## config.mk

```make
export PLATFORM = sky130hd
export DESIGN_NAME = bsc_mul
export DESIGN_NICKNAME = d
export VERILOG_FILES = /design/src/hw/rtl/assert_macros.svh /design/src/hw/rtl/bsc_mul.sv
export SDC_FILE = /design/constraint.sdc
export NUM_CORES = 1
export LEC_CHECK = 0
export BUFFER_PORTS_ARGS = -buffer_cell sky130_fd_sc_hd__buf_2
export CAP_MARGIN = 20
export CORE_MARGIN = 8
export CORE_UTILIZATION = 45
export CTS_BUF_LIST = sky130_fd_sc_hd__clkbuf_8
export DETAILED_ROUTE_END_ITERATION = 10
export MAX_ROUTING_LAYER = met4
export PLACE_DENSITY = 0.63
export SLEW_MARGIN = 15
export SYNTH_ARGS = -nofsm -noshare
export SYNTH_HDL_FRONTEND = slang
export SYNTH_SLANG_ARGS = --single-unit
```

## constraint.sdc

```tcl
create_clock -name clk -period 4 [get_ports clk]
set_clock_uncertainty 0.15 [all_clocks]
set_input_delay 0.2 -clock clk [delete_from_list [all_inputs] [get_ports clk]]
set_output_delay 0.2 -clock clk [all_outputs]
set_load 0.01 [all_outputs]
```

## src/hw/rtl/assert_macros.svh

```systemverilog
// assertion macros used by the top-level rtl file
`ifndef ASSERT_MACROS_SVH
`define ASSERT_MACROS_SVH

// condition holds in the same cycle
`define ASSERT_SAME(lbl, ante, cons, msg) \
    lbl: assert property (@(posedge clk) disable iff (!rst_n) (ante) |-> (cons)) \
        else $error(msg);

// condition holds in the next cycle
`define ASSERT_NEXT(lbl, ante, cons, msg) \
    lbl: assert property (@(posedge clk) disable iff (!rst_n) (ante) |=> (cons)) \
        else $error(msg);

`endif

```

## src/hw/rtl/bsc_mul.sv

```systemverilog
// shift-add squaring unit, one operand bit per cycle
module bsc_mul #(
    parameter int W = 32
) (
    input  logic           clk,
    input  logic           rst_n,
    input  logic           start,
    input  logic [W-1:0]   operand,
    output logic           done,
    output logic [2*W-1:0] product
);
    localparam int CW = (W > 1) ? $clog2(W) : 1;

    logic           busy_reg, busy_next;
    logic           done_reg, done_next;
    logic [CW-1:0]  cnt_reg, cnt_next;
    logic [2*W-1:0] acc_reg, acc_next;
    logic [2*W-1:0] mcand_reg, mcand_next;
    logic [W-1:0]   mplier_reg, mplier_next;

    always_comb
    begin
        busy_next   = busy_reg;
        done_next   = 1'b0;
        cnt_next    = cnt_reg;
        acc_next    = acc_reg;
        mcand_next  = mcand_reg;
        mplier_next = mplier_reg;
        if (start)
        begin
            busy_next   = 1'b1;
            cnt_next    = CW'(W - 1);
            acc_next    = '0;
            mcand_next  = {{W{1'b0}}, operand};
            mplier_next = operand;
        end
        else if (busy_reg)
        begin
            if (mplier_reg[0])
                acc_next = acc_reg + mcand_reg;
            mcand_next  = mcand_reg << 1;
            mplier_next = mplier_reg >> 1;
            cnt_next    = cnt_reg - 1'b1;
            if (cnt_reg == '0)
            begin
                busy_next = 1'b0;
                done_next = 1'b1;
            end
        end
    end

    always_ff @(posedge clk or negedge rst_n)
    begin
        if (!rst_n)
        begin
            busy_reg <= 1'b0;
            done_reg <= 1'b0;
            cnt_reg  <= '0;
        end
        else
        begin
            busy_reg <= busy_next;
            done_reg <= done_next;
            cnt_reg  <= cnt_next;
        end
    end

    always_ff @(posedge clk)
    begin
        acc_reg    <= acc_next;
        mcand_reg  <= mcand_next;
        mplier_reg <= mplier_next;
    end

    assign done    = done_reg;
    assign product = acc_reg;
endmodule

```

==> impl_results.md, run 1 <==
- Post-DRT Antenna Nets: 0
- Area leader, netlist: dfxtp_1
- First-pass GRT wire length: 43,700 um
- Reg2Reg Depth: 10
- Hold Vio Cnt, Final: 0
- Starting Density: 45.5%
- Hold-critical path depth: 3
- FF-to-FF setup slack: 390 ps
- Vias/cell: 5.57
- Die Y: 167 um
- Status: complete, no violations
- MaxCap Viol Count: 0
- Share of the synthesized area in the top cell type: 18.8%
- XOR/XNOR Fraction of Synth Area: 4.19%
- Period utilisation layout: 90.2%
- Drt first-iter violations: 630
- TritonCTS Buffers: 17
- Grt met2 use: 30.1%
- Clock buffer depth: 2
- Count leader, synth: nand2_1
- HP Class: input port to flip-flop
- Final GP Congestion: 0.921
- Post-CTS setup buffer count: 0
- Post-Syn Area: 10,200 um^2
- Router iterations before antenna repair: 5
- CP max FO: 5
- Top cells by area, synth: dfxtp_1 (19%), edfxtp_1 (19%), ha_1 (7.9%)
- Initial antenna violation count: 0
- Share of layout cells above drive strength 1: 13.0%
- Peak VDD IR: 0.249 mV
- Worst path arrival time: 3870 ps
- Hold endpoint: product[3]$_SDFFE_PP0P_
- Asr flop ratio synth: 4.19%
- M3 GR Usage: 4.30%
- Worst endpoint required time: 4260 ps
- Area Overhead vs Synth: 13.2%
- Final setup viols: 0
- Slew headroom: 33.3%
- CTS tree: yes
- Routed Wire Length: 26,400 um
- P per Cell Area: 352 nW/um^2
- Multi-input gate area: 5560 um^2
- Post-Synth Simple-Gate Area: 16.9%
- Syn nets: 1,305
- CP Launch Type: flip-flop
- Synth Area in Adders: 8.14%
- Mean post-synth cell area: 8.50 um^2
- Core Util, Final: 51.5%
- Worst-path clk slew: 100 ps
- Leak: 5.33 nW
- Vias: 8,858
- Min-delay src: start
- Drt drc: 0
- CTS sink cnt: 167
- Post-synth top flop: dfxtp_1
- Vias in the first global route: 8,635
- Synth Area in Compound Gates: 21.8%
- Worst-Margin Slew: 997 ps
- # IOs: 100
- Largest family of logic cells by synthesized area: compound AO/OA/AOI/OAI gates
- Final net count: 1,393
- Core Rows: 55
- Number of synthesized flops with an enable pin: 64
- Max Clk Rate: 277 MHz
- RSZ-0062 raised after global routing: false
- Die area: 27,800 um^2
- Most used routing layer: met2
- Met1 Resource Use GR: 25.0%
- GRT Total Usage: 19.4%
- Die extent in x: 167 um
- RR Startpoint: mcand_reg[2]$_DFFE_PP_
- Synth warn: 0
- N_diodes: 0
- Core ar.: 22,500 um^2
- DP HPWL: 18,900 um
- Routed len/inst: 16.6 um
- Final worst path period need: 3610 ps
- RR Endpoint: product[59]$_SDFFE_PP0P_
- Seq/Total Area, Yosys: 39.3%
- H-tree Lvls: 4
- Register area: 4020 um^2
- Cells after Synth: 1,204
- Total congestion overflow: 0
- Clock latency at the later pin of the worst-skew pair: 480 ps
- CTS root buf: clkbuf_8
- Fillers: 2,121
- Setup total negative slack: 0 ps
- Post-synthesis register bit count: 167
- Hold WS: 151 ps
- Commonest cells post-synth: nand2_1 (160), a21oi_1 (121), o21ai_0 (101)
- Critical path endpoint category: flip-flop
- Kind of critical path: flip-flop to flip-flop
- Largest net degree at the start of global routing: 126
- Mux share of post-synthesis cell area: 3.34%
- Netlist cell types: 75
- Final Max Tran Viols: 0
- Port bufs: 99
-- cell type report --
cell class / count / area share [%]
timing repair buffer: 143 / 8.12
clock buffer: 17 / 2.02
multi-input combinational: 878 / 48.0
clock inverter: 15 / 1.31
inverter: 85 / 2.75
sequential: 167 / 34.7
tap: 285 / 3.08
-- metal layers --
metal | vias to the layer above | share of wire [%]
met5 | - | 0
met4 | 0 | 2.0
met3 | 41 | 4.9
met2 | 213 | 45
met1 | 4138 | 48
li1 | 4466 | -
-- report_power, final --
part | internal, mW | switching [mW]
registers | 1.88 | 0.0767
logic | 0.347 | 0.543
clock network | 0.557 | 0.673
-- metrics by stage --
step	setup slack [ps]	cell area, um^2	instances	total power, mW
floorplan	880	10200	1204	2.62
global placement	589	10800	1522	2.85
detailed placement	437	10800	1523	2.86
CTS	372	11600	1589	4.11
global route	87.1	11600	1590	4.29
finish	394	11600	1590	4.08
-- worst max-delay path: stages, from the launching register on --
cell and delay (ps):
edfxtp_1 430, ha_1 390, o21ai_1 160, o211ai_2 220, a31oi_1 150, o31ai_2 580, o221ai_2 310, a21oi_1 440
a21boi_0 200, or4_1 430, nand3_1 80
-- placed cells by master (no fill, tap or decap), types with 4 or more instances in the layout --
master	netlist	layout
o21ai_1	5	5
a211oi_1	10	10
o221ai_1	5	5
edfxtp_1	64	64
a21oi_1	121	121
nand4_1	34	34
and2_1	6	5
and3_1	10	10
xor2_1	23	23
clkbuf_8	0	17
nor3_1	16	16
o211ai_1	6	6
or4_1	5	5
nand2_1	160	159
dlygate4sd3_1	0	34
ha_1	65	65
a31oi_1	8	8
o21ai_0	101	101
mux2i_1	33	33
o21bai_1	15	15
buf_2	12	98
nand3_1	25	25
nor2_1	82	82
dfxtp_1	96	96
o31ai_1	7	7
nor4_1	4	4
buf_4	10	9
inv_6	0	5
a21o_1	32	32
inv_1	85	87
or3_1	6	6
nor2b_1	4	4
o21a_1	4	4
dfrtp_1	7	6
o21ai_2	4	4
xnor2_1	26	26
or2_2	5	5
-- logic make-up (layout without fill, tap and decap cells) --
family,count (synthesis),count (layout)
simple gates,373,373
compound gates,356,356
flops,167,167
buf+inv,159,260
fa+ha+maj,66,66
xor+xnor,49,49
mux,34,34
-- worst max-delay path by stage --
stage / slack (ps) / to / startpoint
5_1_grt: 90 / product[58]$_SDFFE_PP0P_ / mcand_reg[0]$_SDFFCE_PN0P_
4_1_cts: 370 / product[58]$_SDFFE_PP0P_ / mcand_reg[0]$_SDFFCE_PN0P_
2_1_floorplan: 880 / product[58]$_SDFFE_PP0P_ / mcand_reg[0]$_SDFFCE_PN0P_
3_3_place_gp: 590 / product[59]$_SDFFE_PP0P_ / mcand_reg[2]$_DFFE_PP_
3_5_place_dp: 440 / product[58]$_SDFFE_PP0P_ / mcand_reg[0]$_SDFFCE_PN0P_
6_report: 390 / product[59]$_SDFFE_PP0P_ / mcand_reg[2]$_DFFE_PP_
-- what timing repair did --
action / in CTS / in global routing
gates resized for setup: 0 / 0
endpoints found under the hold margin: 69 / 0
hold buffers: 34 / 0
Note: power is estimated with default switching activity, not from simulation.
==> run 2: changes to the inputs <==
Settings changed: CORE_ASPECT_RATIO set to 0.5.
==> run 2 against run 1 <==
  * Total power up 1.8%
  * Clock-buffer cell count up 1
  * Design area up 0.53%
  * Final cell count up 1.3%
  * Worst hold slack worse by 45 ps
  * Critical path depth up 1
  * First-iteration DRC count up 7.8%
  * Setup slack worse by 56 ps
  * Sequential share of layout area down 0.18 points
  * Die area up 1.1%
  * Fmax down 1.5%
  * Critical path type unchanged
==> impl_results.md, run 2 (synthesis results as in run 1) <==
- Status: complete, no violations
- Kind of critical path: flip-flop to flip-flop
- Drt drc: 0
- CP Launch Type: flip-flop
- Leak: 5.35 nW
- Clock power share: 31.6%
- RR Startpoint: mcand_reg[0]$_SDFFCE_PN0P_
- Clock latency at the later pin of the worst-skew pair: 490 ps
- Drt first-iter violations: 679
- Area Overhead vs Synth: 13.8%
- Slowest-stage cell, CP: a211oi_2
- Hold WS: 106 ps
- Peak VDD IR: 0.191 mV
- Crit-path cells: ha_1 -> fa_1 -> a211oi_2 -> o21ai_2 -> a21oi_2 -> o211ai_1 -> a211oi_2 -> o21ai_2 -> a21boi_1 -> o21ai_0 -> a311oi_1
- RSZ-0062 raised after global routing: false
- H-tree Lvls: 4
- First-pass GRT wire length: 43,400 um
- CTS sink cnt: 167
- Final setup viols: 0
- Total congestion overflow: 0
- Max Clk Rate: 273 MHz
- Core ar.: 22,500 um^2
- Final net count: 1,392
- Starting Density: 45.4%
- Post-DRT Antenna Nets: 0
- Slew headroom: 44.9%
- Port bufs: 99
- Core Rows: 39
- TritonCTS Buffers: 17
- DP HPWL: 18,800 um
- Die extent in x: 229 um
- Sw Share: 30.9%
- Worst-Margin Slew: 823 ps
- Final worst path period need: 3660 ps
- RR Endpoint: product[58]$_SDFFE_PP0P_
- N_diodes: 0
- Vias: 8,914
- Largest net degree at the start of global routing: 115
- Final WS setup: 337 ps
- Clock buffer depth: 2
- Most frequent cells in the layout: nand2_1 (159), a21oi_1 (121), o21ai_0 (101), buf_2 (98), dfxtp_1 (96)
- Hold endpoint: product[19]$_SDFFE_PP0P_
- Hold Vio Cnt, Final: 0
- Commonest non-fill, non-tap cell in the layout: nand2_1
- P per Cell Area: 357 nW/um^2
- Worst endpoint required time: 4250 ps
- MaxCap Viol Count: 0
- Initial antenna violation count: 0
- Overall power: 4.15 mW
- Hold-critical path depth: 2
- HP Class: input port to flip-flop
- Die area: 28,100 um^2
- Worst path max stage delay: 580 ps
- Routed Wire Length: 26,500 um
- Routed len/inst: 16.4 um
- Post-CTS setup buffer count: 0
- Vias/cell: 5.53
- Net Switching: 1.28 mW
- Worst path arrival time: 3910 ps
- Router iterations before antenna repair: 5
- Seq pwr share: 47.2%
- Final GP Congestion: 0.899
- Setup total negative slack: 0 ps
- Place WS: 465 ps
- CTS tree: yes
- Comb pwr share: 21.2%
- Period utilisation layout: 91.6%
- Reg2Reg Depth: 11
- Share of layout cells above drive strength 1: 13.0%
- Die Y: 123 um
- Vias in the first global route: 8,622
- # IOs: 100
- CTS root buf: clkbuf_8
- Min-delay src: start
- Worst-path clk slew: 90 ps
- Critical path endpoint category: flip-flop
- Final Max Tran Viols: 0
- GRT Total Usage: 19.4%
- Int Pwr: 2.87 mW
- CP max FO: 5
- FF-to-FF setup slack: 340 ps
## run 2: worst max path at each step
stage	start	endpoint	slack, ps	depth (start not counted)
final	mcand_reg[0]$_SDFFCE_PN0P_	product[58]$_SDFFE_PP0P_	340	11
after global routing	mcand_reg[0]$_SDFFCE_PN0P_	product[58]$_SDFFE_PP0P_	110	11
after CTS	mcand_reg[0]$_SDFFCE_PN0P_	product[58]$_SDFFE_PP0P_	430	11
after detailed placement	mcand_reg[0]$_SDFFCE_PN0P_	product[58]$_SDFFE_PP0P_	460	11
after global placement	mcand_reg[0]$_SDFFCE_PN0P_	product[58]$_SDFFE_PP0P_	610	11
after floorplan	mcand_reg[0]$_SDFFCE_PN0P_	product[58]$_SDFFE_PP0P_	880	11
## run 2: power groups by stage
stage | registers (mW) | logic [mW] | clock network, mW
2_1_floorplan | 2.00 | 0.613 | 0
3_3_place_gp | 2.00 | 0.837 | 0
3_5_place_dp | 2.00 | 0.840 | 0
4_1_cts | 1.96 | 0.873 | 1.36
5_1_grt | 1.98 | 0.980 | 1.42
6_report | 1.96 | 0.880 | 1.31
## run 2: layout make-up
class / instances / area (um^2)
timing repair buffer: 142 / 938
clock inverter: 14 / 174
multi-input combinational: 878 / 5560
fill: 2180 / 10900
inverter: 85 / 319
tap: 307 / 384
sequential: 167 / 4020
clock buffer: 18 / 248
## run 2: through the flow
step | cells | util [%] | instance area, um^2
global route | 1611 | 51.6 | 11600
CTS | 1610 | 51.6 | 11600
detailed placement | 1544 | 48.2 | 10900
finish | 1611 | 51.6 | 11600
floorplan | 1204 | - | 10200
global placement | 1544 | 48.2 | 10900
## run 2: timing repair
action | in CTS | in global routing
endpoints found under the hold margin | 71 | 0
hold buffers | 34 | 0
gates resized for setup | 0 | 0
## run 2: per-layer routing
| layer | global-route usage [%] | part of all wire [%] | up-vias |
|---|---|---|---|
| met5 | - | 0 | - |
| met4 | 6.22 | 1.7 | 0 |
| met2 | 30.2 | 45 | 208 |
| li1 | - | - | 4464 |
| met3 | 4.29 | 4.3 | 26 |
| met1 | 25.0 | 49 | 4216 |
## run 2: critical path: cells and delay by family, from the launching register on
family          cells  cell delay [ps]
compound gates      9             2310
fa+ha+maj           2              700
flops               1              410
