<file path="src/hw/rtl/assert_macros.svh">
// assertion macros used by the top-level rtl file
`ifndef ASSERT_MACROS_SVH
`define ASSERT_MACROS_SVH

// condition holds in the same cycle
`define ASSERT_SAME(lbl, ante, cons, msg) \
    lbl: assert property (@(posedge clk) disable iff (!rst_n) (ante) |-> (cons)) \
        else $error(msg);

// condition holds in the next cycle
`define ASSERT_NEXT(lbl, ante, cons, msg) \
    lbl: assert property (@(posedge clk) disable iff (!rst_n) (ante) |=> (cons)) \
        else $error(msg);

`endif

</file>
<file path="src/hw/rtl/bsc_sqrt.sv">
// digit-by-digit floor square root, one root bit per cycle
module bsc_sqrt #(
    parameter int RW = 62
) (
    input  logic            clk,
    input  logic            rst_n,
    input  logic            start,
    input  logic [RW-1:0]   radicand,
    output logic            done,
    output logic [RW/2-1:0] root
);
    localparam int QW = RW / 2;
    localparam int CW = (QW > 1) ? $clog2(QW) : 1;

    logic          busy_reg, busy_next;
    logic          done_reg, done_next;
    logic [CW-1:0] cnt_reg, cnt_next;
    logic [RW-1:0] x_reg, x_next;
    logic [QW+1:0] rem_reg, rem_next;
    logic [QW-1:0] root_reg, root_next;
    logic [QW+1:0] rem_sh;
    logic [QW+1:0] trial;

    always_comb
    begin
        busy_next = busy_reg;
        done_next = 1'b0;
        cnt_next  = cnt_reg;
        x_next    = x_reg;
        rem_next  = rem_reg;
        root_next = root_reg;
        rem_sh    = {rem_reg[QW-1:0], x_reg[RW-1:RW-2]};
        trial     = {root_reg, 2'b01};
        if (start)
        begin
            busy_next = 1'b1;
            cnt_next  = CW'(QW - 1);
            x_next    = radicand;
            rem_next  = '0;
            root_next = '0;
        end
        else if (busy_reg)
        begin
            x_next = x_reg << 2;
            if (rem_sh >= trial)
            begin
                rem_next  = rem_sh - trial;
                root_next = {root_reg[QW-2:0], 1'b1};
            end
            else
            begin
                rem_next  = rem_sh;
                root_next = {root_reg[QW-2:0], 1'b0};
            end
            cnt_next = cnt_reg - 1'b1;
            if (cnt_reg == '0)
            begin
                busy_next = 1'b0;
                done_next = 1'b1;
            end
        end
    end

    always_ff @(posedge clk or negedge rst_n)
    begin
        if (!rst_n)
        begin
            busy_reg <= 1'b0;
            done_reg <= 1'b0;
            cnt_reg  <= '0;
        end
        else
        begin
            busy_reg <= busy_next;
            done_reg <= done_next;
            cnt_reg  <= cnt_next;
        end
    end

    always_ff @(posedge clk)
    begin
        x_reg    <= x_next;
        rem_reg  <= rem_next;
        root_reg <= root_next;
    end

    assign done = done_reg;
    assign root = root_reg;
endmodule

</file>
<file path="config.mk">
export PLATFORM = sky130hd
export DESIGN_NAME = bsc_sqrt
export DESIGN_NICKNAME = d
export VERILOG_FILES = /design/src/hw/rtl/assert_macros.svh /design/src/hw/rtl/bsc_sqrt.sv
export SDC_FILE = /design/constraint.sdc
export NUM_CORES = 1
export LEC_CHECK = 0
export ABC_AREA = 1
export BUFFER_PORTS_ARGS = -buffer_cell sky130_fd_sc_hd__buf_2
export CAP_MARGIN = 10
export CORE_MARGIN = 1.5
export CORE_UTILIZATION = 25
export DETAILED_ROUTE_END_ITERATION = 10
export GPL_ROUTABILITY_DRIVEN = 0
export SETUP_SLACK_MARGIN = 0.05
export SKIP_CTS_REPAIR_TIMING = 1
export SLEW_MARGIN = 10
export SYNTH_ARGS = -nofsm -noshare
export SYNTH_HDL_FRONTEND = slang
export SYNTH_SLANG_ARGS = --single-unit
</file>
<file path="constraint.sdc">
create_clock -name clk -period 3.5 [get_ports clk]
set_input_delay 0.175 -clock clk [delete_from_list [all_inputs] [get_ports clk]]
set_output_delay 0.175 -clock clk [all_outputs]
set_load 0.02 [all_outputs]
</file>
==> flow_metrics.py, run 1 <==
metrics = {
    "outcome": {
        "status": "finished clean",
    },
    "global_route": {
        "track_usage_pct": 13.4,
        "grt_max_degree": 65,
        "use_met2_pct": 20.8,
        "grt_pass1_wl_mm": 33.8,
        "grt_use_met3_pct": 5.17,
        "grt_overflow_total": 0,
        "busiest_layer": "met2",
        "grt_pass1_vias": 6752,
        "antenna_found_initial": 2,
        "use_met1_pct": 17.2,
    },
    "route": {
        "wl_per_cell_um": 12.5,
        "wirelength_mm": 20.3,
        "vias": 6970,
        "vias_per_cell": 4.29,
        "drc": 0,
        "dr.pass1.iters": 7,
        "drt_first_iter_violations": 463,
        "ant_nets": 0,
    },
    "logic_synthesis": {
        "syn_area_sq_um": 7770,
        "synth_edf_count": 62,
        "synth_most_common_cell": "nand2_1",
        "synth-warning-count": 0,
        "yosysSeqAreaShare_pct": 42.2,
        "synth_nets": 1222,
        "synth_ff_type": "edfxtp_1",
        "synth_top_area_share_pct": 25.9,
        "synth_cells": 1122,
        "yosys-top-cells-area": "nand2_1 26%, edfxtp_1 24%, dfxtp_1 16%, inv_1 7.5%, ha_1 5.6%",
        "yosysTopAreaCell": "nand2_1",
        "post_synth.cell_area_avg_sq_um": 6.93,
        "synthArstFlopShare_pct": 5.34,
        "ys_types": 34,
        "ys_top_cells_by_count": "536 x nand2_1, 156 x inv_1, 74 x nand3_1",
        "ys_ff_latch": 131,
    },
    "floorplanning": {
        "initial_core_util_pct": 25.4,
        "coreArea_sq_um": 30600,
        "die_y_um": 179,
        "rows": 64,
        "num_io_pins": 97,
        "die-area_sq_um": 32200,
        "die_w_um": 179,
    },
    "place": {
        "dp_hpwl_mm": 14.7,
        "port_buffers": 96,
        "pre_cts_ws_ns": 0.770,
        "dpl_cell_area_sq_um": 8650,
    },
    "timing": {
        "finalMaxSlewViolations": 0,
        "finalClockSkew_ns": 0.00679,
        "relSlewSlack_pct": 27.8,
        "fin_ws_ns": 0.789,
        "setup_viol_count_final": 0,
        "tns_ns": 0,
        "min_period_ns": 2.71,
        "hold_viol": 0,
        "fmax_mhz": 369,
        "tightest_slew_ns": 1.08,
        "rsz0062_at_grt": "no",
        "fin_crit_sh_pct": 77.5,
    },
    "setup_path": {
        "startpoint_type": "flip-flop",
        "endpoint_kind": "flip-flop",
        "crit_arrival_ns": 3.03,
        "crit_required_ns": 3.82,
        "r2r_slack_ns": 0.79,
        "crit_fanout": 32,
        "path_class": "reg2reg",
    },
    "power": {
        "p_per_area_nw_per_um2": 832,
        "p_leak_uw": 0.00486,
        "p_seq_share_pct": 25.6,
        "switchingPower_uw": 3540,
        "p_clk_share_pct": 22.3,
        "p_int_uw": 4160,
        "comb_power_share_pct": 52.1,
        "vdd_drop_max_mv": 0.278,
        "switching_share_pct": 46.0,
    },
    "clock_tree": {
        "cts.sinks": 131,
        "cts_made_buffers": 17,
        "clockBufferDepth": 2,
        "clk_latency_ns": 0.43,
        "cts_tree": "yes",
        "clockRootBuffer": "clkbuf_16",
        "cts.clk_slew.worst_paths_ns": 0.06,
        "h-tree-depth": 4,
    },
    "cells_and_area": {
        "fill_cells": 3399,
        "drive_gt1_share_pct": 12.1,
        "area_growth_syn_to_layout_pct": 19.1,
        "finalNetCount": 1314,
        "largest_reg_flops": 62,
        "utilization_pct": 30.3,
        "stdcell_area_sq_um": 9260,
    },
    "flow_run": {
        "drv_cap": 0,
    },
    "hold_path": {
        "min_path_type": "in2reg",
    },
}
cell families after synthesis:
family | after synthesis | synth area share (%)
AO/OA/AOI/OAI | 66 | 5.01
buffers and inverters | 189 | 9.58
XOR/XNOR | 13 | 1.46
flip-flops | 131 | 42.2
AND/OR/NAND/NOR | 688 | 36.1
adder cells (fa/ha/maj) | 35 | 5.63
per-layer routing:
layer | vias to the layer above | wire, um
li1 | 3697 | -
met1 | 3040 | 9450
met2 | 207 | 8730
met3 | 24 | 1760
met4 | 2 | 318
met5 | - | 13
layout by cell type (no fill, tap or decap), types with 9 or more instances in the layout:
master,synthesis,final
nand3_1,74,74
dfxtp_1,62,62
xor2_1,13,13
ha_1,35,35
o22ai_1,30,30
buf_2,4,96
clkbuf_16,0,17
edfxtp_1,62,62
inv_1,156,155
a21oi_1,20,20
nand3b_1,9,9
nor2_1,40,38
nand2_1,536,536
per-stage QoR:
stage / hold WS [ns] / cells / power (uW)
after floorplan: -0.121 / 1122 / 5120
after global placement: 0.0199 / 1587 / 5950
after global routing: 0.000564 / 1624 / 8450
final: 0.0107 / 1626 / 7710
after CTS: -0.434 / 1619 / 7730
after detailed placement: 0.0293 / 1587 / 5960
critical path, stage by stage (launching register included):
cell and delay, ns:
dfxtp_1 0.37, inv_1 0.11, ha_1 0.38, nand2_1 0.09
nand2_1 0.06, nand2_1 0.05, nand2_1 0.04, nand2_1 0.06
nand3_2 0.14, nand2_1 0.12, nand2_1 0.12, nand2_4 0.31
nand2_4 0.31, nand2_1 0.24, nand2_1 0.07, nand2_1 0.06
nand2_1 0.05
power by group through the flow:
stage               sequential [uW]  combinational [uW]  clock [uW]
finish                         1970                4010        1720
global route                   2000                4620        1840
CTS                            1970                3990        1760
detailed placement             2000                3960           0
global placement               2000                3950           0
floorplan                      1970                3140           0
worst paths after layout:
check	end	startpoint	cells past startpoint
worst min-delay path	x_reg[39]$_DFFE_PP_	radicand[39]	3
min in group asynchronous	busy_reg$_DFF_PN0_	rst_n	2
max in group asynchronous	cnt_reg[4]$_DFFE_PN0P_	rst_n	2
worst max-delay path	rem_reg[25]$_SDFFE_PP0P_	root[0]$_SDFFE_PP0P_	16
worst max register to register	rem_reg[25]$_SDFFE_PP0P_	root[0]$_SDFFE_PP0P_	16
worst min register to register	rem_reg[30]$_SDFFE_PP0P_	rem_reg[30]$_SDFFE_PP0P_	2
layout make-up:
| cell class | count | area, sq um | area share [%] |
|---|---|---|---|
| flip-flops and latches | 131 | 3280 | 35.4 |
| clock inverters | 13 | 126 | 1.37 |
| repair buffers | 105 | 571 | 6.16 |
| inverters | 157 | 591 | 6.38 |
| well taps | 396 | 495 | 5.35 |
| clock buffers | 19 | 433 | 4.68 |
| multi-input cells | 802 | 3750 | 40.6 |
| diodes | 3 | 7.51 | 0.0811 |
Note: power is estimated with default switching activity, not from simulation.
==> run 2, diff against run 1 <==
--- a/config.mk
+++ b/config.mk
@@ -5,7 +5,7 @@
 export SDC_FILE = /design/constraint.sdc
 export NUM_CORES = 1
 export LEC_CHECK = 0
-export ABC_AREA = 1
+export ABC_AREA = 0
 export BUFFER_PORTS_ARGS = -buffer_cell sky130_fd_sc_hd__buf_2
 export CAP_MARGIN = 10
 export CORE_MARGIN = 1.5
==> constraint.sdc (replaced) <==
create_clock -name clk -period 2.8 [get_ports clk]
set_input_delay 0.14 -clock clk [delete_from_list [all_inputs] [get_ports clk]]
set_output_delay 0.14 -clock clk [all_outputs]
set_load 0.02 [all_outputs]
==> run 2 against run 1 <==
  * Design area decreased by 0.14%
  * Global-route usage decreased by 1.5 points
  * Non-clock buffer count increased by 38
  * Wire length decreased by 11%
  * Hold slack got worse by 0.0060 ns
  * Critical endpoint is now rem_reg[23]$_SDFFE_PP0P_
  * Power increased by 23%
  * Synthesized area decreased by 5.3%
  * Flip-flop and latch count unchanged
  * Count of clock-buffer cells in the layout decreased by 2
  * Register-to-register slack got worse by 0.66 ns
  * First-iteration DRC count decreased by 39%
  * Die area decreased by 5.2%
==> flow_metrics.py, run 2 <==
metrics = {
    "cells_and_area": {
        "final_common_cell": "buf_2",
        "final_cell_mix": "95 x buf_2, 69 x nor2_1, 62 x dfxtp_1, 62 x edfxtp_1, 61 x mux2_2",
        "utilization_pct": 32.0,
        "finalNetCount": 936,
        "drive_gt1_share_pct": 30.2,
        "fill_cells": 3015,
        "largest_reg_flops": 62,
        "stdcell_area_sq_um": 9240,
        "area_growth_syn_to_layout_pct": 25.6,
    },
    "timing": {
        "fin_crit_sh_pct": 95.5,
        "fmax_mhz": 374,
        "rsz0062_at_grt": "yes",
        "setup_viol_count_final": 0,
        "finalMaxSlewViolations": 0,
        "relSlewSlack_pct": 61.4,
        "hold_viol": 0,
        "min_period_ns": 2.67,
        "tightest_slew_ns": 0.579,
        "finalClockSkew_ns": 0.0110,
    },
    "route": {
        "drt_first_iter_violations": 283,
        "drc": 0,
        "vias": 5753,
        "wirelength_mm": 18.1,
        "vias_per_cell": 4.66,
        "wl_per_cell_um": 14.6,
        "dr.pass1.iters": 7,
        "ant_nets": 0,
    },
    "logic_synthesis": {
        "synth-warning-count": 0,
        "synth_cells": 711,
        "yosysTopAreaCell": "edfxtp_1",
        "yosys-top-cells-area": "edfxtp_1 25%, dfxtp_1 17%, mux2_2 9.3%, ha_1 5.9%, mux2i_1 5.7%",
        "ys_types": 69,
        "yosysSeqAreaShare_pct": 44.5,
        "ys_ff_latch": 131,
        "syn_area_sq_um": 7360,
        "post_synth.cell_area_avg_sq_um": 10.4,
        "synth_top_area_share_pct": 25.3,
        "synth_most_common_cell": "nor2_1",
        "ys_top_cells_by_count": "69 x nor2_1, 62 x dfxtp_1, 62 x edfxtp_1",
        "synth_nets": 811,
        "synthArstFlopShare_pct": 5.34,
        "synth_ff_type": "edfxtp_1",
        "synth_edf_count": 62,
    },
    "setup_path": {
        "crit_required_ns": 3.11,
        "crit_arrival_ns": 2.98,
        "path_class": "reg2reg",
        "crit_fanout": 6,
        "r2r_slack_ns": 0.13,
        "startpoint_type": "flip-flop",
        "endpoint_kind": "flip-flop",
    },
    "floorplanning": {
        "coreArea_sq_um": 28900,
        "die_w_um": 175,
        "rows": 62,
        "die-area_sq_um": 30500,
        "die_y_um": 175,
        "initial_core_util_pct": 25.5,
        "num_io_pins": 97,
    },
    "place": {
        "dpl_cell_area_sq_um": 8410,
        "dp_hpwl_mm": 12.7,
        "port_buffers": 96,
    },
    "global_route": {
        "antenna_found_initial": 6,
        "track_usage_pct": 11.9,
        "grt_pass1_wl_mm": 29.1,
        "grt_pass1_vias": 5597,
        "grt_overflow_total": 0,
        "grt_max_degree": 75,
    },
    "power": {
        "p_per_area_nw_per_um2": 1020,
        "p_leak_uw": 0.00399,
        "vdd_drop_max_mv": 0.494,
    },
    "clock_tree": {
        "h-tree-depth": 4,
        "clockRootBuffer": "clkbuf_16",
        "cts.clk_slew.worst_paths_ns": 0.07,
        "clockBufferDepth": 2,
        "clk_latency_ns": 0.43,
        "cts_made_buffers": 17,
        "cts_tree": "yes",
        "cts.sinks": 131,
    },
    "hold_path": {
        "min_path_type": "in2reg",
    },
    "outcome": {
        "status": "finished clean",
    },
    "flow_run": {
        "drv_cap": 0,
    },
}
-- run 2: kinds of logic after synthesis --
| logic type | Yosys count | share of synthesized area [%] |
|---|---|---|
| and+or+nand+nor | 175 | 11.5 |
| AOI/OAI and AO/OA | 160 | 15.2 |
| DFF | 131 | 44.5 |
| muxes | 103 | 15.0 |
| buffers and inverters | 82 | 4.81 |
| adders and majority gates | 35 | 5.95 |
| xor gates and xnor gates | 25 | 2.97 |
-- run 2: per-layer routing --
metal  up-vias  part of all wire (%)  global-route usage, %
met1      2718                    46                   15.3
met3        22                   8.0                   4.90
met5         -                  0.25                      0
met4         6                   1.2                   3.38
li1       2842                     -                      -
met2       165                    45                   18.2
-- run 2: path summary, 6_finish.rpt --
| kind | start | to | cells past startpoint |
|---|---|---|---|
| max in group asynchronous | rst_n | busy_reg$_DFF_PN0_ | 2 |
| worst min-delay path | radicand[38] | x_reg[38]$_DFFE_PP_ | 2 |
| worst max-delay path | root[7]$_SDFFE_PP0P_ | rem_reg[23]$_SDFFE_PP0P_ | 10 |
| worst max register to register | root[7]$_SDFFE_PP0P_ | rem_reg[23]$_SDFFE_PP0P_ | 10 |
| min in group asynchronous | rst_n | done$_DFF_PN0_ | 2 |
| worst min register to register | rem_reg[5]$_SDFFE_PP0P_ | rem_reg[5]$_SDFFE_PP0P_ | 2 |
-- run 2: critical path: stages, from the launching register on --
cell and delay [ns]:
dfxtp_1 0.37, inv_1 0.06, ha_1 0.38, buf_4 0.18, a211oi_1 0.34, a31oi_1 0.23, a221oi_2 0.33, nor3_1 0.09
a211oi_1 0.32, xor2_1 0.19, o22ai_1 0.08
-- run 2: where the power goes --
group          switching, uW  internal (uW)
Combinational           2630           2090
Sequential               170           2300
Clock                    991           1270
-- run 2: area by class of cell --
type                    count  area [sq um]  share of cell area [%]
flip-flops and latches    131          3280                    35.5
inverters                  44           165                    1.79
well taps                 384           480                    5.20
clock inverters            15           166                    1.80
multi-input cells         499          3830                    41.4
diodes                      2          5.00                  0.0541
repair buffers            143           891                    9.64
clock buffers              17           425                    4.60
-- run 2: through the flow --
stage	power [uW]	hold slack, ns	TNS (ns)	worst slack (ns)	cells
floorplan	5880	-0.156	0	0.132	711
global placement	6830	-0.0172	0	0.0696	1185
detailed placement	6880	-0.0124	0	0.0221	1185
CTS	9190	-0.478	-0.00272	-0.00272	1217
global route	10000	0.00132	-0.00908	-0.00908	1234
finish	9450	0.00471	0	0.127	1235
